### src/rtl/bmpgw_pkg.sv
package bmpgw_pkg;

    // Image geometry.
    localparam int MaxDimension = 4096;
    localparam int DimBits      = $clog2(MaxDimension) + 1;
    localparam int CountBits    = $clog2(MaxDimension);
    localparam int RowBytesBits = DimBits + 2;

    // Pixel and byte formats.
    localparam int FractionBits = 12;
    localparam int ChanBits     = 16;
    localparam int ByteBits     = 8;
    localparam int ByteVals     = 1 << ByteBits;
    localparam int LaneStages   = ByteBits;
    localparam int ThrBits      = FractionBits + 1;

    // Gamma 1/2.2 written as the ratio 5/11.
    localparam int GammaValPow  = 5;
    localparam int GammaRootPow = 11;
    localparam int WideBits     = GammaValPow * (FractionBits + 1) + GammaRootPow * ByteBits;

    // Configuration port.
    localparam int CfgIndexBits = 1;
    localparam int CfgDataBits  = DimBits;

    // File header.
    localparam int HdrBytes      = 54;
    localparam int HdrCntBits    = $clog2(HdrBytes);
    localparam int FileSizeBits  = 32;
    localparam int InfoBytes     = 40;
    localparam int BitsPerPixel  = 24;
    localparam int PlanesVal     = 1;
    localparam int HdrSizeOfs    = 2;
    localparam int HdrOffsetOfs  = 10;
    localparam int HdrInfoOfs    = 14;
    localparam int HdrWidthOfs   = 18;
    localparam int HdrHeightOfs  = 22;
    localparam int HdrPlanesOfs  = 26;
    localparam int HdrBppOfs     = 28;
    localparam logic [ByteBits-1:0] CharB = 8'h42;
    localparam logic [ByteBits-1:0] CharM = 8'h4D;

    typedef enum logic [CfgIndexBits-1:0] {
        CFG_IMAGE_WIDTH,
        CFG_IMAGE_HEIGHT
    } t_cfg_reg;

    typedef enum logic [2:0] {
        ST_IDLE,
        ST_HDR,
        ST_BLUE,
        ST_GREEN,
        ST_RED,
        ST_PAD
    } t_ser_state;

    typedef struct packed {
        logic hdr;
        logic row_end;
        logic img_end;
    } t_pix_meta;

    typedef struct packed {
        t_pix_meta             meta;
        logic [ByteBits-1:0]   blue;
        logic [ByteBits-1:0]   green;
        logic [ByteBits-1:0]   red;
    } t_pix_rec;

    typedef logic [ThrBits-1:0] t_thr_table [ByteVals];

    // Entry b is the smallest linear value x (in 1/2^FractionBits units) whose encoded
    // byte reaches b, that is x^5 * 255^11 >= b^11 * 2^(5*FractionBits).
    function automatic t_thr_table gamma_thr_table();
        t_thr_table            tab;
        logic [WideBits-1:0]   scale;
        logic [WideBits-1:0]   goal;
        logic [WideBits-1:0]   lhs;
        int                    lo;
        int                    hi;
        int                    mid;
        scale = WideBits'(1);
        for (int i = 0; i < GammaRootPow; i++) begin
            scale = scale * WideBits'(ByteVals - 1);
        end
        tab[0] = '0;
        for (int b = 1; b < ByteVals; b++) begin
            goal = WideBits'(1);
            for (int i = 0; i < GammaRootPow; i++) begin
                goal = goal * WideBits'(b);
            end
            goal = goal << (GammaValPow * FractionBits);
            lo = 0;
            hi = 1 << FractionBits;
            for (int k = 0; k <= FractionBits; k++) begin
                if (lo < hi) begin
                    mid = (lo + hi) >> 1;
                    lhs = scale;
                    for (int i = 0; i < GammaValPow; i++) begin
                        lhs = lhs * WideBits'(mid);
                    end
                    if (lhs >= goal) begin
                        hi = mid;
                    end else begin
                        lo = mid + 1;
                    end
                end
            end
            tab[b] = ThrBits'(lo);
        end
        return tab;
    endfunction

    localparam t_thr_table GammaThr = gamma_thr_table();

endpackage

### src/rtl/bmpgw_pix_if.sv
interface bmpgw_pix_if import bmpgw_pkg::*; ();
    logic                valid;
    logic                ready;
    logic [ChanBits-1:0] red;
    logic [ChanBits-1:0] green;
    logic [ChanBits-1:0] blue;

    modport source (output valid, output red, output green, output blue, input ready);
    modport sink   (input valid, input red, input green, input blue, output ready);
endinterface

### src/rtl/bmpgw_byte_if.sv
interface bmpgw_byte_if import bmpgw_pkg::*; ();
    logic                valid;
    logic                ready;
    logic [ByteBits-1:0] file_byte;
    logic                last_of_item;
    logic                end_of_image;

    modport source (output valid, output file_byte, output last_of_item,
                    output end_of_image, input ready);
    modport sink   (input valid, input file_byte, input last_of_item,
                    input end_of_image, output ready);
endinterface

### src/rtl/bmpgw_lane.sv
// One gamma channel: a clamp stage, then one binary search step per output bit
// against the threshold table.
module bmpgw_lane import bmpgw_pkg::*; (
    input  logic                i_clk,
    input  logic                i_en,
    input  logic [ChanBits-1:0] i_x,
    output logic [ByteBits-1:0] o_byte
);

    logic [FractionBits-1:0] r_xl  [LaneStages+1];
    logic                    r_sat [LaneStages+1];
    logic [ByteBits-1:0]     r_b   [LaneStages+1];
    logic [ByteBits-1:0]     n_b   [LaneStages+1];

    always_comb begin
        logic [ByteBits-1:0] cand;
        n_b[0] = '0;
        for (int s = 1; s <= LaneStages; s++) begin
            cand = r_b[s-1] | (ByteBits'(1) << (LaneStages - s));
            if (GammaThr[cand] <= {1'b0, r_xl[s-1]}) begin
                n_b[s] = cand;
            end else begin
                n_b[s] = r_b[s-1];
            end
        end
    end

    always_ff @(posedge i_clk) begin
        if (i_en) begin
            r_xl[0]  <= i_x[FractionBits-1:0];
            r_sat[0] <= (i_x >> FractionBits) != '0;
            r_b[0]   <= n_b[0];
            for (int s = 1; s <= LaneStages; s++) begin
                r_xl[s]  <= r_xl[s-1];
                r_sat[s] <= r_sat[s-1];
                r_b[s]   <= n_b[s];
            end
        end
    end

    assign o_byte = r_sat[LaneStages] ? ByteBits'(ByteVals - 1) : r_b[LaneStages];

endmodule

### src/rtl/bmpgw_serializer.sv
// Merges the three lane bytes of a pixel into the byte stream, with the file
// header in front of the first pixel and zero padding after each row.
module bmpgw_serializer import bmpgw_pkg::*; (
    input  logic                  i_clk,
    input  logic                  i_rst_n,
    input  logic                  i_rec_valid,
    input  t_pix_rec              i_rec,
    output logic                  o_take,
    input  logic [DimBits-1:0]    i_width_eff,
    input  logic [DimBits-1:0]    i_height_eff,
    bmpgw_byte_if.source          o_out
);

    t_ser_state                 r_state;
    t_ser_state                 n_state;
    logic [HdrCntBits-1:0]      r_cnt;
    logic [HdrCntBits-1:0]      n_cnt;
    t_pix_rec                   r_rec;
    logic [FileSizeBits-1:0]    r_file_size;
    logic                       r_ov;
    logic [ByteBits-1:0]        r_obyte;
    logic                       r_olast;
    logic                       r_oeoi;

    logic [RowBytesBits-1:0]    row_bytes;
    logic [1:0]                 pad;
    logic                       can_emit;
    logic                       emit;
    logic                       fin;
    logic [ByteBits-1:0]        out_byte;

    function automatic logic [ByteBits-1:0] le_byte(input logic [FileSizeBits-1:0] v,
                                                    input logic [1:0] sel);
        return v[{sel, 3'b000} +: ByteBits];
    endfunction

    function automatic logic [ByteBits-1:0] hdr_byte(input logic [HdrCntBits-1:0] idx,
                                                     input logic [FileSizeBits-1:0] size,
                                                     input logic [DimBits-1:0] w,
                                                     input logic [DimBits-1:0] h);
        logic [ByteBits-1:0] b;
        b = '0;
        if (idx == HdrCntBits'(0)) begin
            b = CharB;
        end else if (idx == HdrCntBits'(1)) begin
            b = CharM;
        end else if (idx >= HdrCntBits'(HdrSizeOfs) && idx < HdrCntBits'(HdrSizeOfs + 4)) begin
            b = le_byte(size, 2'(idx - HdrCntBits'(HdrSizeOfs)));
        end else if (idx == HdrCntBits'(HdrOffsetOfs)) begin
            b = ByteBits'(HdrBytes);
        end else if (idx == HdrCntBits'(HdrInfoOfs)) begin
            b = ByteBits'(InfoBytes);
        end else if (idx >= HdrCntBits'(HdrWidthOfs) && idx < HdrCntBits'(HdrWidthOfs + 4)) begin
            b = le_byte(FileSizeBits'(w), 2'(idx - HdrCntBits'(HdrWidthOfs)));
        end else if (idx >= HdrCntBits'(HdrHeightOfs)
                     && idx < HdrCntBits'(HdrHeightOfs + 4)) begin
            b = le_byte(FileSizeBits'(h), 2'(idx - HdrCntBits'(HdrHeightOfs)));
        end else if (idx == HdrCntBits'(HdrPlanesOfs)) begin
            b = ByteBits'(PlanesVal);
        end else if (idx == HdrCntBits'(HdrBppOfs)) begin
            b = ByteBits'(BitsPerPixel);
        end
        return b;
    endfunction

    assign pad       = i_width_eff[1:0];
    assign row_bytes = RowBytesBits'(i_width_eff) * RowBytesBits'(3) + RowBytesBits'(pad);

    // The user keeps the configuration stable except while the block is idle; the
    // block does not enforce this, and the size is simply recomputed every cycle.
    always_ff @(posedge i_clk) begin
        r_file_size <= FileSizeBits'(HdrBytes)
                     + FileSizeBits'(row_bytes * FileSizeBits'(i_height_eff));
    end

    // Output side: what is shown, whether this is the pixel's last byte, and
    // whether the next record is taken.
    always_comb begin
        can_emit = !r_ov || o_out.ready;
        emit     = can_emit && (r_state != ST_IDLE);
        out_byte = '0;
        fin      = 1'b0;
        case (r_state)
            ST_HDR:   out_byte = hdr_byte(r_cnt, r_file_size, i_width_eff, i_height_eff);
            ST_BLUE:  out_byte = r_rec.blue;
            ST_GREEN: out_byte = r_rec.green;
            ST_RED: begin
                out_byte = r_rec.red;
                fin      = !r_rec.meta.row_end || (pad == 2'd0);
            end
            ST_PAD:   fin = (r_cnt + HdrCntBits'(1)) == HdrCntBits'(pad);
            default:  out_byte = '0;
        endcase
        o_take = i_rec_valid && ((r_state == ST_IDLE) || (emit && fin));
    end

    always_comb begin
        n_state = r_state;
        unique case (r_state) inside
            ST_IDLE: begin
                if (o_take) begin
                    n_state = i_rec.meta.hdr ? ST_HDR : ST_BLUE;
                end
            end
            ST_HDR: begin
                if (emit && (r_cnt == HdrCntBits'(HdrBytes - 1))) begin
                    n_state = ST_BLUE;
                end
            end
            ST_BLUE: begin
                if (emit) begin
                    n_state = ST_GREEN;
                end
            end
            ST_GREEN: begin
                if (emit) begin
                    n_state = ST_RED;
                end
            end
            ST_RED, ST_PAD: begin
                if (emit) begin
                    if (!fin) begin
                        n_state = ST_PAD;
                    end else if (o_take) begin
                        n_state = i_rec.meta.hdr ? ST_HDR : ST_BLUE;
                    end else begin
                        n_state = ST_IDLE;
                    end
                end
            end
            default: n_state = ST_IDLE;
        endcase

        if (n_state != r_state) begin
            n_cnt = '0;
        end else if (emit && ((r_state == ST_HDR) || (r_state == ST_PAD))) begin
            n_cnt = r_cnt + HdrCntBits'(1);
        end else begin
            n_cnt = r_cnt;
        end
    end

    always_ff @(posedge i_clk) begin
        if (!i_rst_n) begin
            r_state <= ST_IDLE;
            r_cnt   <= '0;
            r_ov    <= 1'b0;
        end else begin
            r_state <= n_state;
            r_cnt   <= n_cnt;
            if (can_emit) begin
                r_ov <= emit;
            end
        end
    end

    always_ff @(posedge i_clk) begin
        if (o_take) begin
            r_rec <= i_rec;
        end
        if (can_emit) begin
            r_obyte <= out_byte;
            r_olast <= fin;
            r_oeoi  <= fin && r_rec.meta.img_end;
        end
    end

    assign o_out.valid        = r_ov;
    assign o_out.file_byte    = r_obyte;
    assign o_out.last_of_item = r_olast;
    assign o_out.end_of_image = r_oeoi;

endmodule

### src/rtl/bmp_rgb24_gamma_stream_writer_unit.sv
// Streaming writer for a 24-bit uncompressed BMP file.
//
// Channels: i_pix carries one linear RGB pixel per transfer (unsigned 4.12 per
// channel, pixels in row order); o_byte carries one file byte per transfer,
// with last_of_item on the final byte a pixel causes and end_of_image on the
// final byte of the file. Both use valid/ready; a transfer happens on a rising
// edge with valid and ready high. Image width and height are written through
// i_cfg_we/i_cfg_index/i_cfg_data, only while the block is idle, a rule
// for the user that the block itself does not enforce. A pixel passes the
// clamp register, which loads at the transfer edge, the eight search stages
// in the gamma lanes, the merge stage once it is free, and the output
// register. The output carries one byte per cycle while the receiver is
// ready: three bytes per pixel, plus the 54-byte header of each image and
// 1 to 3 bytes of padding at the end of rows whose width is not a multiple of
// four. The byte rate is the bound; lanes take a pixel per cycle unless held.
// Reset (synchronous, active low) empties the pipeline, returns both counters
// to the first pixel of a new file and sets width and height to 1.
// When the receiver stalls, the output byte holds; the lane pipeline keeps
// taking pixels until one sits in its last stage that the merge stage cannot
// take, then ready drops.
module bmp_rgb24_gamma_stream_writer_unit import bmpgw_pkg::*; (
    input  logic                    i_clk,
    input  logic                    i_rst_n,
    input  logic                    i_cfg_we,
    input  logic [CfgIndexBits-1:0] i_cfg_index,
    input  logic [CfgDataBits-1:0]  i_cfg_data,
    bmpgw_pix_if.sink               i_pix,
    bmpgw_byte_if.source            o_byte
);

    logic [DimBits-1:0]   r_cfg_width;
    logic [DimBits-1:0]   r_cfg_height;
    logic [CountBits-1:0] r_col;
    logic [CountBits-1:0] r_row;
    logic                 r_v    [LaneStages+1];
    t_pix_meta            r_meta [LaneStages+1];

    logic [DimBits-1:0]   width_eff;
    logic [DimBits-1:0]   height_eff;
    logic                 en;
    logic                 accept;
    logic                 ser_take;
    t_pix_meta            meta;
    t_pix_rec             rec;
    logic [ByteBits-1:0]  lane_red;
    logic [ByteBits-1:0]  lane_green;
    logic [ByteBits-1:0]  lane_blue;

    // A zero dimension counts as 1 and anything beyond the maximum is clamped.
    function automatic logic [DimBits-1:0] dim_eff(input logic [DimBits-1:0] v);
        if (v == '0) begin
            return DimBits'(1);
        end else if (v > DimBits'(MaxDimension)) begin
            return DimBits'(MaxDimension);
        end
        return v;
    endfunction

    assign width_eff  = dim_eff(r_cfg_width);
    assign height_eff = dim_eff(r_cfg_height);

    always_ff @(posedge i_clk) begin
        if (!i_rst_n) begin
            r_cfg_width  <= DimBits'(1);
            r_cfg_height <= DimBits'(1);
        end else if (i_cfg_we) begin
            unique case (t_cfg_reg'(i_cfg_index))
                CFG_IMAGE_WIDTH:  r_cfg_width  <= i_cfg_data;
                CFG_IMAGE_HEIGHT: r_cfg_height <= i_cfg_data;
                default:          r_cfg_width  <= r_cfg_width;
            endcase
        end
    end

    // The whole lane pipeline advances together whenever its last stage is
    // empty or the merge stage takes the pixel there.
    assign en          = !r_v[LaneStages] || ser_take;
    assign i_pix.ready = en;
    assign accept      = i_pix.valid && en;

    // Position tracking: decided at transfer time and carried beside the lanes.
    always_comb begin
        meta.hdr     = (r_col == '0) && (r_row == '0);
        meta.row_end = ({1'b0, r_col} + DimBits'(1)) >= width_eff;
        meta.img_end = meta.row_end && (({1'b0, r_row} + DimBits'(1)) >= height_eff);
    end

    always_ff @(posedge i_clk) begin
        if (!i_rst_n) begin
            r_col <= '0;
            r_row <= '0;
            for (int s = 0; s <= LaneStages; s++) begin
                r_v[s] <= 1'b0;
            end
        end else begin
            if (accept) begin
                if (meta.row_end) begin
                    r_col <= '0;
                    r_row <= meta.img_end ? '0 : r_row + CountBits'(1);
                end else begin
                    r_col <= r_col + CountBits'(1);
                end
            end
            if (en) begin
                r_v[0] <= i_pix.valid;
                for (int s = 1; s <= LaneStages; s++) begin
                    r_v[s] <= r_v[s-1];
                end
            end
        end
    end

    always_ff @(posedge i_clk) begin
        if (en) begin
            r_meta[0] <= meta;
            for (int s = 1; s <= LaneStages; s++) begin
                r_meta[s] <= r_meta[s-1];
            end
        end
    end

    bmpgw_lane u_lane_red (
        .i_clk  (i_clk),
        .i_en   (en),
        .i_x    (i_pix.red),
        .o_byte (lane_red)
    );

    bmpgw_lane u_lane_green (
        .i_clk  (i_clk),
        .i_en   (en),
        .i_x    (i_pix.green),
        .o_byte (lane_green)
    );

    bmpgw_lane u_lane_blue (
        .i_clk  (i_clk),
        .i_en   (en),
        .i_x    (i_pix.blue),
        .o_byte (lane_blue)
    );

    always_comb begin
        rec.meta  = r_meta[LaneStages];
        rec.blue  = lane_blue;
        rec.green = lane_green;
        rec.red   = lane_red;
    end

    bmpgw_serializer u_serializer (
        .i_clk        (i_clk),
        .i_rst_n      (i_rst_n),
        .i_rec_valid  (r_v[LaneStages]),
        .i_rec        (rec),
        .o_take       (ser_take),
        .i_width_eff  (width_eff),
        .i_height_eff (height_eff),
        .o_out        (o_byte)
    );

endmodule

### src/flat_wrapper.sv
// flat-port wrapper written by rule: the top's interface ports become plain ports
module bmp_rgb24_gamma_stream_writer_unit_flat import bmpgw_pkg::*;
  (i_clk, i_rst_n, i_cfg_we, i_cfg_index, i_cfg_data, i_pix_valid, i_pix_red, i_pix_green, i_pix_blue, i_pix_ready, o_byte_valid, o_byte_file_byte, o_byte_last_of_item, o_byte_end_of_image, o_byte_ready);
  bmpgw_pix_if i_pix_i ();
  bmpgw_byte_if o_byte_i ();
  input  logic i_clk;
  input  logic i_rst_n;
  input  logic i_cfg_we;
  input  logic [CfgIndexBits-1:0] i_cfg_index;
  input  logic [CfgDataBits-1:0] i_cfg_data;
  input wire logic [$bits(i_pix_i.valid)-1:0] i_pix_valid;
  input wire logic [$bits(i_pix_i.red)-1:0] i_pix_red;
  input wire logic [$bits(i_pix_i.green)-1:0] i_pix_green;
  input wire logic [$bits(i_pix_i.blue)-1:0] i_pix_blue;
  output wire logic [$bits(i_pix_i.ready)-1:0] i_pix_ready;
  output wire logic [$bits(o_byte_i.valid)-1:0] o_byte_valid;
  output wire logic [$bits(o_byte_i.file_byte)-1:0] o_byte_file_byte;
  output wire logic [$bits(o_byte_i.last_of_item)-1:0] o_byte_last_of_item;
  output wire logic [$bits(o_byte_i.end_of_image)-1:0] o_byte_end_of_image;
  input wire logic [$bits(o_byte_i.ready)-1:0] o_byte_ready;
  assign i_pix_i.valid = i_pix_valid;
  assign i_pix_i.red = i_pix_red;
  assign i_pix_i.green = i_pix_green;
  assign i_pix_i.blue = i_pix_blue;
  assign i_pix_ready = i_pix_i.ready;
  assign o_byte_valid = o_byte_i.valid;
  assign o_byte_file_byte = o_byte_i.file_byte;
  assign o_byte_last_of_item = o_byte_i.last_of_item;
  assign o_byte_end_of_image = o_byte_i.end_of_image;
  assign o_byte_i.ready = o_byte_ready;
  bmp_rgb24_gamma_stream_writer_unit u_core (.i_clk(i_clk), .i_rst_n(i_rst_n), .i_cfg_we(i_cfg_we), .i_cfg_index(i_cfg_index), .i_cfg_data(i_cfg_data), .i_pix(i_pix_i), .o_byte(o_byte_i));
endmodule
### config.mk
export PLATFORM = sky130hd
export DESIGN_NAME = bmp_rgb24_gamma_stream_writer_unit_flat
export DESIGN_NICKNAME = d
export VERILOG_FILES = /design/src/rtl/bmpgw_pkg.sv /design/src/rtl/bmpgw_pix_if.sv /design/src/rtl/bmpgw_byte_if.sv /design/src/rtl/bmpgw_lane.sv /design/src/rtl/bmpgw_serializer.sv /design/src/rtl/bmp_rgb24_gamma_stream_writer_unit.sv /design/src/flat_wrapper.sv
export SDC_FILE = /design/constraint.sdc
export NUM_CORES = 2
export LEC_CHECK = 0
export BUFFER_PORTS_ARGS = -buffer_cell sky130_fd_sc_hd__buf_2
export CAP_MARGIN = 20
export CORE_MARGIN = 2
export CORE_UTILIZATION = 45
export CTS_CLUSTER_SIZE = 12
export DETAILED_ROUTE_END_ITERATION = 7
export GPL_TIMING_DRIVEN = 0
export PLACE_DENSITY = 0.61
export SLEW_MARGIN = 15
export SYNTH_ARGS = -nofsm -noshare
export SYNTH_HDL_FRONTEND = slang
export SYNTH_SLANG_ARGS = --single-unit
### constraint.sdc
create_clock -name i_clk -period 41.7 [get_ports i_clk]
set_clock_uncertainty 0.05 [all_clocks]
set_input_delay 2.085 -clock i_clk [delete_from_list [all_inputs] [get_ports i_clk]]
set_output_delay 2.085 -clock i_clk [all_outputs]
set_load 0.01 [all_outputs]
# Word-level counts from Yosys, hierarchy flattened
# Memory sizes are Yosys's and may differ from the RTL's. A register that Yosys moved wholly into a read port is not among the register bits.
# Cells that the tools add are included.
# word_totals
ff_bits	101
latch_bits	0
mem_bits_rw	603
mem_bits_ro	79872
input_bits	67
output_inout_bits	12
wordCells	323
memories	35
# memory_table
memory	depth	word_bits	read_ports	rd_clocked_by_memory_dff	write_ports	line	rtl
(no name shown)	256	13	1	0	0	bmpgw_lane.sv:20	if (GammaThr[cand] <= {1'b0, r_xl[s-1]}) begin
(no name shown)	256	13	1	0	0	bmpgw_lane.sv:20	
(no name shown)	256	13	1	0	0	bmpgw_lane.sv:20	
(no name shown)	256	13	1	0	0	bmpgw_lane.sv:20	
(no name shown)	256	13	1	0	0	bmpgw_lane.sv:20	
(no name shown)	256	13	1	0	0	bmpgw_lane.sv:20	
+29 memories	--	--	--	--	--	--	
# op_classes
addsub	10
mul	2
div_mod_pow	0
order_cmp	58
eq_ne	13
shifts	3
muxes	118
n_bitwise	35
n_reduce_logical	36
# op_table
op	count
$mux W13	54
$le A13 B12 Y1	24
$ge A9 B9 Y1 const B	24
$not A8 Y9	24
$shiftx A32 B6 Y8	3
$mux W8	10
$reduce_bool A16 Y1	3
$pmux W8 S4	1
$add A6 B28 Y29 const A	1
$mul A15 B13 Y28	1
$mux W3	9
$add A12 B1 Y13 const B	2
$ge A13 B13 Y1	2
$gt A13 B13 Y1 const B	2
$logic_not A13 Y1	2
$mux W5	5
$add A12 B1 Y12 const B	2
$logic_not A12 Y1	2
$mux W12	2
$mux W1	21
$mux W7	3
$mux W6	3
$add A15 B2 Y15	1
$mul A13 B2 Y15 const B	1
other kinds (30)	73

# Longest topological paths before layout
# logic_depth
word_depth	16
mapped_depth	35
depth_no_buf	33

# By module
# A second synthesis with hierarchy kept.
# unflattened
hier_cells	4837
area_unflattened_um2	46254.4
# by_module_without_submodules
module	instances	cells_each	area_each_um2	seq_area_each_um2
bmpgw_lane (u_core.u_lane_green ...)	2	1080	10526.3	4234.1
bmpgw_serializer	1	1131	10556.4	1841.8
bmpgw_lane (u_core.u_lane_blue)	1	1070	10339.9	4234.1
bmp_rgb24_gamma_stream_writer_unit	1	476	4305.4	2082.0

# Worst setup path after synthesis
# OpenSTA, ideal clock, no wires.
# synth_path
kind	input port to flip-flop
from	in o_byte_ready
to	mem u_core.r_v[1][0], in the netlist u_core.r_v[0][1], data pin
t_arrival_ps	16974
required_ps	41284
path_slack_ps	24310
stages	5
path_cell_list	nor2b_1 -> inv_1 -> nand2_1 -> nand3_1 -> and3_1
# synth_rtl
element	line	rtl
start: declaration	flat_wrapper.sv:20	input wire logic [$bits(o_byte_i.ready)-1:0] o_byte_ready;
end: declaration	bmp_rgb24_gamma_stream_writer_unit.sv:35	logic r_v [LaneStages+1];

# Worst setup path after layout
# layout_path
from	reg u_core.r_cfg_width[12]
to	reg u_core.u_serializer.r_file_size[28]
# layout_between
elab_chain_len	8
elab_cells_between_ends	10
cone_classes	2 x add/sub; 2 x mul; 1 x order compare; 4 x mux; 1 x reduce/logical
# layout_rtl
element	line	rtl
start: declaration	bmp_rgb24_gamma_stream_writer_unit.sv:31	logic [DimBits-1:0] r_cfg_width;
start signal: assignment	bmp_rgb24_gamma_stream_writer_unit.sv:64	r_cfg_width <= DimBits'(1);
start signal: assignment	bmp_rgb24_gamma_stream_writer_unit.sv:68	CFG_IMAGE_WIDTH: r_cfg_width <= i_cfg_data;
start signal: assignment	bmp_rgb24_gamma_stream_writer_unit.sv:70	default: r_cfg_width <= r_cfg_width;
$gt A13 B13 Y1	bmp_rgb24_gamma_stream_writer_unit.sv:53	end else if (v > DimBits'(MaxDimension)) begin
$mux W1	bmp_rgb24_gamma_stream_writer_unit.sv:53	
$mux W1	bmp_rgb24_gamma_stream_writer_unit.sv:51	if (v == '0) begin
$mux W13 (*)	bmp_rgb24_gamma_stream_writer_unit.sv:56	return v;
$mul A13 B2 Y15	bmpgw_serializer.sv:67	assign row_bytes = RowBytesBits'(i_width_eff) * RowBytesBits'(3) + RowBytesBits'(pad);
$add A15 B2 Y15 (*)	bmpgw_serializer.sv:67	
$mul A15 B13 Y28 (*)	bmpgw_serializer.sv:73	+ FileSizeBits'(row_bytes * FileSizeBits'(i_height_eff));
$add A6 B28 Y29 (*)	bmpgw_serializer.sv:73	
end signal: assignment	bmpgw_serializer.sv:72	r_file_size <= FileSizeBits'(HdrBytes)
end: declaration	bmpgw_serializer.sv:19	logic [FileSizeBits-1:0] r_file_size;
# Mark *: on every way between the ends. The rest lies on a longest branch, timed or not.
# A chain may end at the register's enable or synchronous reset.

==> run_results.csv <==
group,metric,value,unit
job,maxCapViolations,0,
sta,setup-violations-final,0,
cts,clockBufferDepth,3,
critical_path,startpoint_type,"register",
finish,drive_gt1_share,6.19,%
finish,seq_area,16600,sq um
routing,drc,0,
synthesis,async_flop_share,0,%
sta,fin_crit_sh,23.4,%
routing,first_pass_iters,6,
grt,grt_usage,23.7,%
floorplanning,dieHeight,318,um
sta,timing.final.crit_period,9770,ps
synthesis,seq_area_frac_synth,37.4,%
floorplanning,core_area,98100,sq um
critical_path,end_kind,"register",
grt,first_global_vias,35500,
cts,clkLatencyLatePin,640,ps
floorplanning,die_x,318,um
power,cellPowerDensity,43.8,nW/um^2
routing,vias,36300,
routing,wl,122000,um
cts,cts_tree,"built",
cts,numClockSinks,583,
critical_path,arrival,10260,ps
finish,num-fill-cells,9221,
cts,hold_buffers,0,
sta,worstMarginPinSlew,1160,ps
hold_path,holdCritPathClass,"register to register",
finish,multi_input_area,25100,sq um
sta,fmax,102,MHz
floorplanning,die_area,101000,sq um
finish,post-route-util,50.1,%
cts,ctsHtreeMaxLevel,3,
placed_design,dpl.hpwl,91300,um
sta,rsz0062_at_grt,"no",
placed_design,placement.io_buffers,78,
synthesis,yosysTopAreaCell,"edfxtp_1",
placed_design,dp.cells,6148,
grt,grt_max_degree,55,
synthesis,synth_edf_count,495,
routing,vias_per_cell,5.79,
finish,syn2layout_area_growth,10.6,%
finish,antenna_cells,0,
sta,maxSlewViolCount,0,
finish,design_area,49200,sq um
floorplanning,ios,79,
critical_path,cp_common_cell,"inv_1",
synthesis,syn_area,44500,sq um
routing,antenna_left,0,
placed_design,place_area,46800,sq um
critical_path,cp.required,42190,ps
floorplanning,rows,115,
grt,grt_pass1_wl,193000,um
power,ir_drop,0.0000365,V
synthesis,avgSynthCellArea,9.34,sq um
critical_path,timing.setup.critical_path_class,"register to register",
routing,initialDrtViolationCount,3484,
placed_design,gp_congestion,0.968,
sta,max-slew-margin-rel,22.1,%
synthesis,yosysUniqueCellTypes,87,
synthesis,synth_ff_type,"edfxtp_1",
routing,wl_per_cell,19.4,um
cts,cts-buffers-inserted,70,
synthesis,synth_top_area_share,33.4,%
critical_path,crit_fanout,10,
critical_path,cpPeakStageDelay,750,ps
critical_path,slowest_stage,"xor2_1",
finish,fin_nets,5632,
cts,cts_setup_buffers,0,
cts,cts_root_buf,"clkbuf_16",
cts,cts-resized-gates,0,
grt,antenna_found_initial,1,
status,status,"finished clean",
synthesis,syn_inst,4764,
synthesis,yosysWarnings,0,
synthesis,ys_ff_latch,583,
grt,grt_overflow_total,0,
sta,hold_viol,0,
sta,setup-tns-final,0,ps
cts,path_clk_slew,60,ps
power,p_leak,21.4,nW
synthesis,synth_area_leaders,"edfxtp_1, ha_1, fa_1",
finish,stdcell_count,6276,
floorplanning,initial_core_util,45.3,%
## routing by layer
metal / vias to the layer above / routed length [um] / GRT usage [%]
li1: 17300 / - / -
met4: 2 / 4990 / 9.96
met3: 346 / 7480 / 3.59
met5: - / 9 / 0
met1: 17300 / 50100 / 29.6
met2: 1415 / 58900 / 40.8
## worst paths after layout
| check | from | end | slack, ps | cells after the start |
|---|---|---|---|---|
| setup reg to reg | u_core.r_cfg_width[12] | u_core.u_serializer.r_file_size[28] | 31930 | 34 |
| hold / removal | u_core.u_lane_red.r_sat[0][4] | u_core.u_lane_red.r_sat[0][5] | 370 | 0 |
| hold reg to reg | u_core.u_lane_red.r_sat[0][4] | u_core.u_lane_red.r_sat[0][5] | 370 | 0 |
| setup / recovery | u_core.r_cfg_width[12] | u_core.u_serializer.r_file_size[28] | 31930 | 34 |
## placed cells by master, fill, tap and decap left out, drive strengths merged, types with 49 or more instances in the layout
master,netlist,final
a211oi,52,52
a21o,58,58
a21oi,394,394
buf,38,126
clkbuf,224,317
dfxtp,88,88
edfxtp,495,495
fa,130,130
ha,502,502
inv,487,493
nand2,453,453
nand3,93,93
nand4,49,49
nor2,436,436
nor2b,100,100
nor3,69,69
o211ai,52,52
o21ai,284,284
## per-stage QoR
stage	total power [mW]	hold WS [ps]	setup slack (ps)
floorplan	1.28	350	24310
global placement	1.53	351	17210
detailed placement	1.52	355	32090
CTS	2.16	366	31990
global route	2.29	372	31280
finish	2.16	366	31930
## flip-flops by register name, summed over array words and instances (netlist names), 6 cells and up
signal / flops
u_core.u_lane_blue.r_b: 36
u_core.u_lane_blue.r_sat: 9
u_core.u_serializer.r_rec: 26
u_core.r_row: 12
u_core.u_lane_red.r_b: 36
u_core.r_v: 9
u_core.r_meta: 27
u_core.u_serializer.r_file_size: 28
u_core.u_lane_red.r_sat: 9
u_core.r_cfg_height: 13
u_core.u_serializer.o_out.file_byte: 8
u_core.u_serializer.r_cnt: 6
u_core.u_lane_red.r_xl: 96
u_core.u_lane_green.r_sat: 9
u_core.u_lane_green.r_xl: 96
u_core.u_lane_green.r_b: 36
u_core.r_col: 12
u_core.u_lane_blue.r_xl: 96
u_core.r_cfg_width: 13
## power by group
| group | leakage [nW] | internal [mW] | switching [mW] |
|---|---|---|---|
| Clock | 1.16 | 0.367 | 0.260 |
| Combinational | 14.3 | 0.288 | 0.501 |
| Sequential | 5.88 | 0.693 | 0.0483 |
| Total | 21.4 | 1.35 | 0.809 |
## cells in the mapped netlist (all sizes together) (35+ instances only)
cell and count:
dfxtp 88, o21a 35, ha 502, o21ai 284
xnor2 46, xor2 43, nor3 69, a21oi 394
or2 38, o211ai 52, a211oi 52, a21o 58
o31ai 39, a31oi 40, edfxtp 495, mux2i 43
nand2 453, nor2b 100, nand2b 43, buf 38
nand3 93, inv 487, clkbuf 224, nand4 49
nor2 436, fa 130
## kinds of logic after synthesis
group,Yosys count,share of synthesized area (%)
AOI/OAI and AO/OA,1185,16.7
xor gates and xnor gates,89,1.77
adders and majority gates,632,20.0
buffers and inverters,756,6.39
DFF,583,37.4
muxes,92,2.94
other,2,0.0169
and+or+nand+nor,1425,14.9
## worst max-delay path, delay by kind of cell, from the launching register on
family,cells,cell delay [ps]
AO/OA/AOI/OAI,11,2950
XOR/XNOR,2,900
adder cells (fa/ha/maj),9,3610
buffers and inverters,9,1280
flip-flops,1,300
AND/OR/NAND/NOR,3,580
## final cells by class
type / instances / share of cell area [%]
buffer: 262 / 2.01
clock buffer: 93 / 3.89
clock inverter: 35 / 0.984
inverter: 494 / 3.77
multi-input combinational: 3434 / 51.0
sequential: 583 / 33.8
tap: 1287 / 3.27
timing repair buffer: 88 / 1.31
Note: power is estimated with default switching activity, not from simulation.
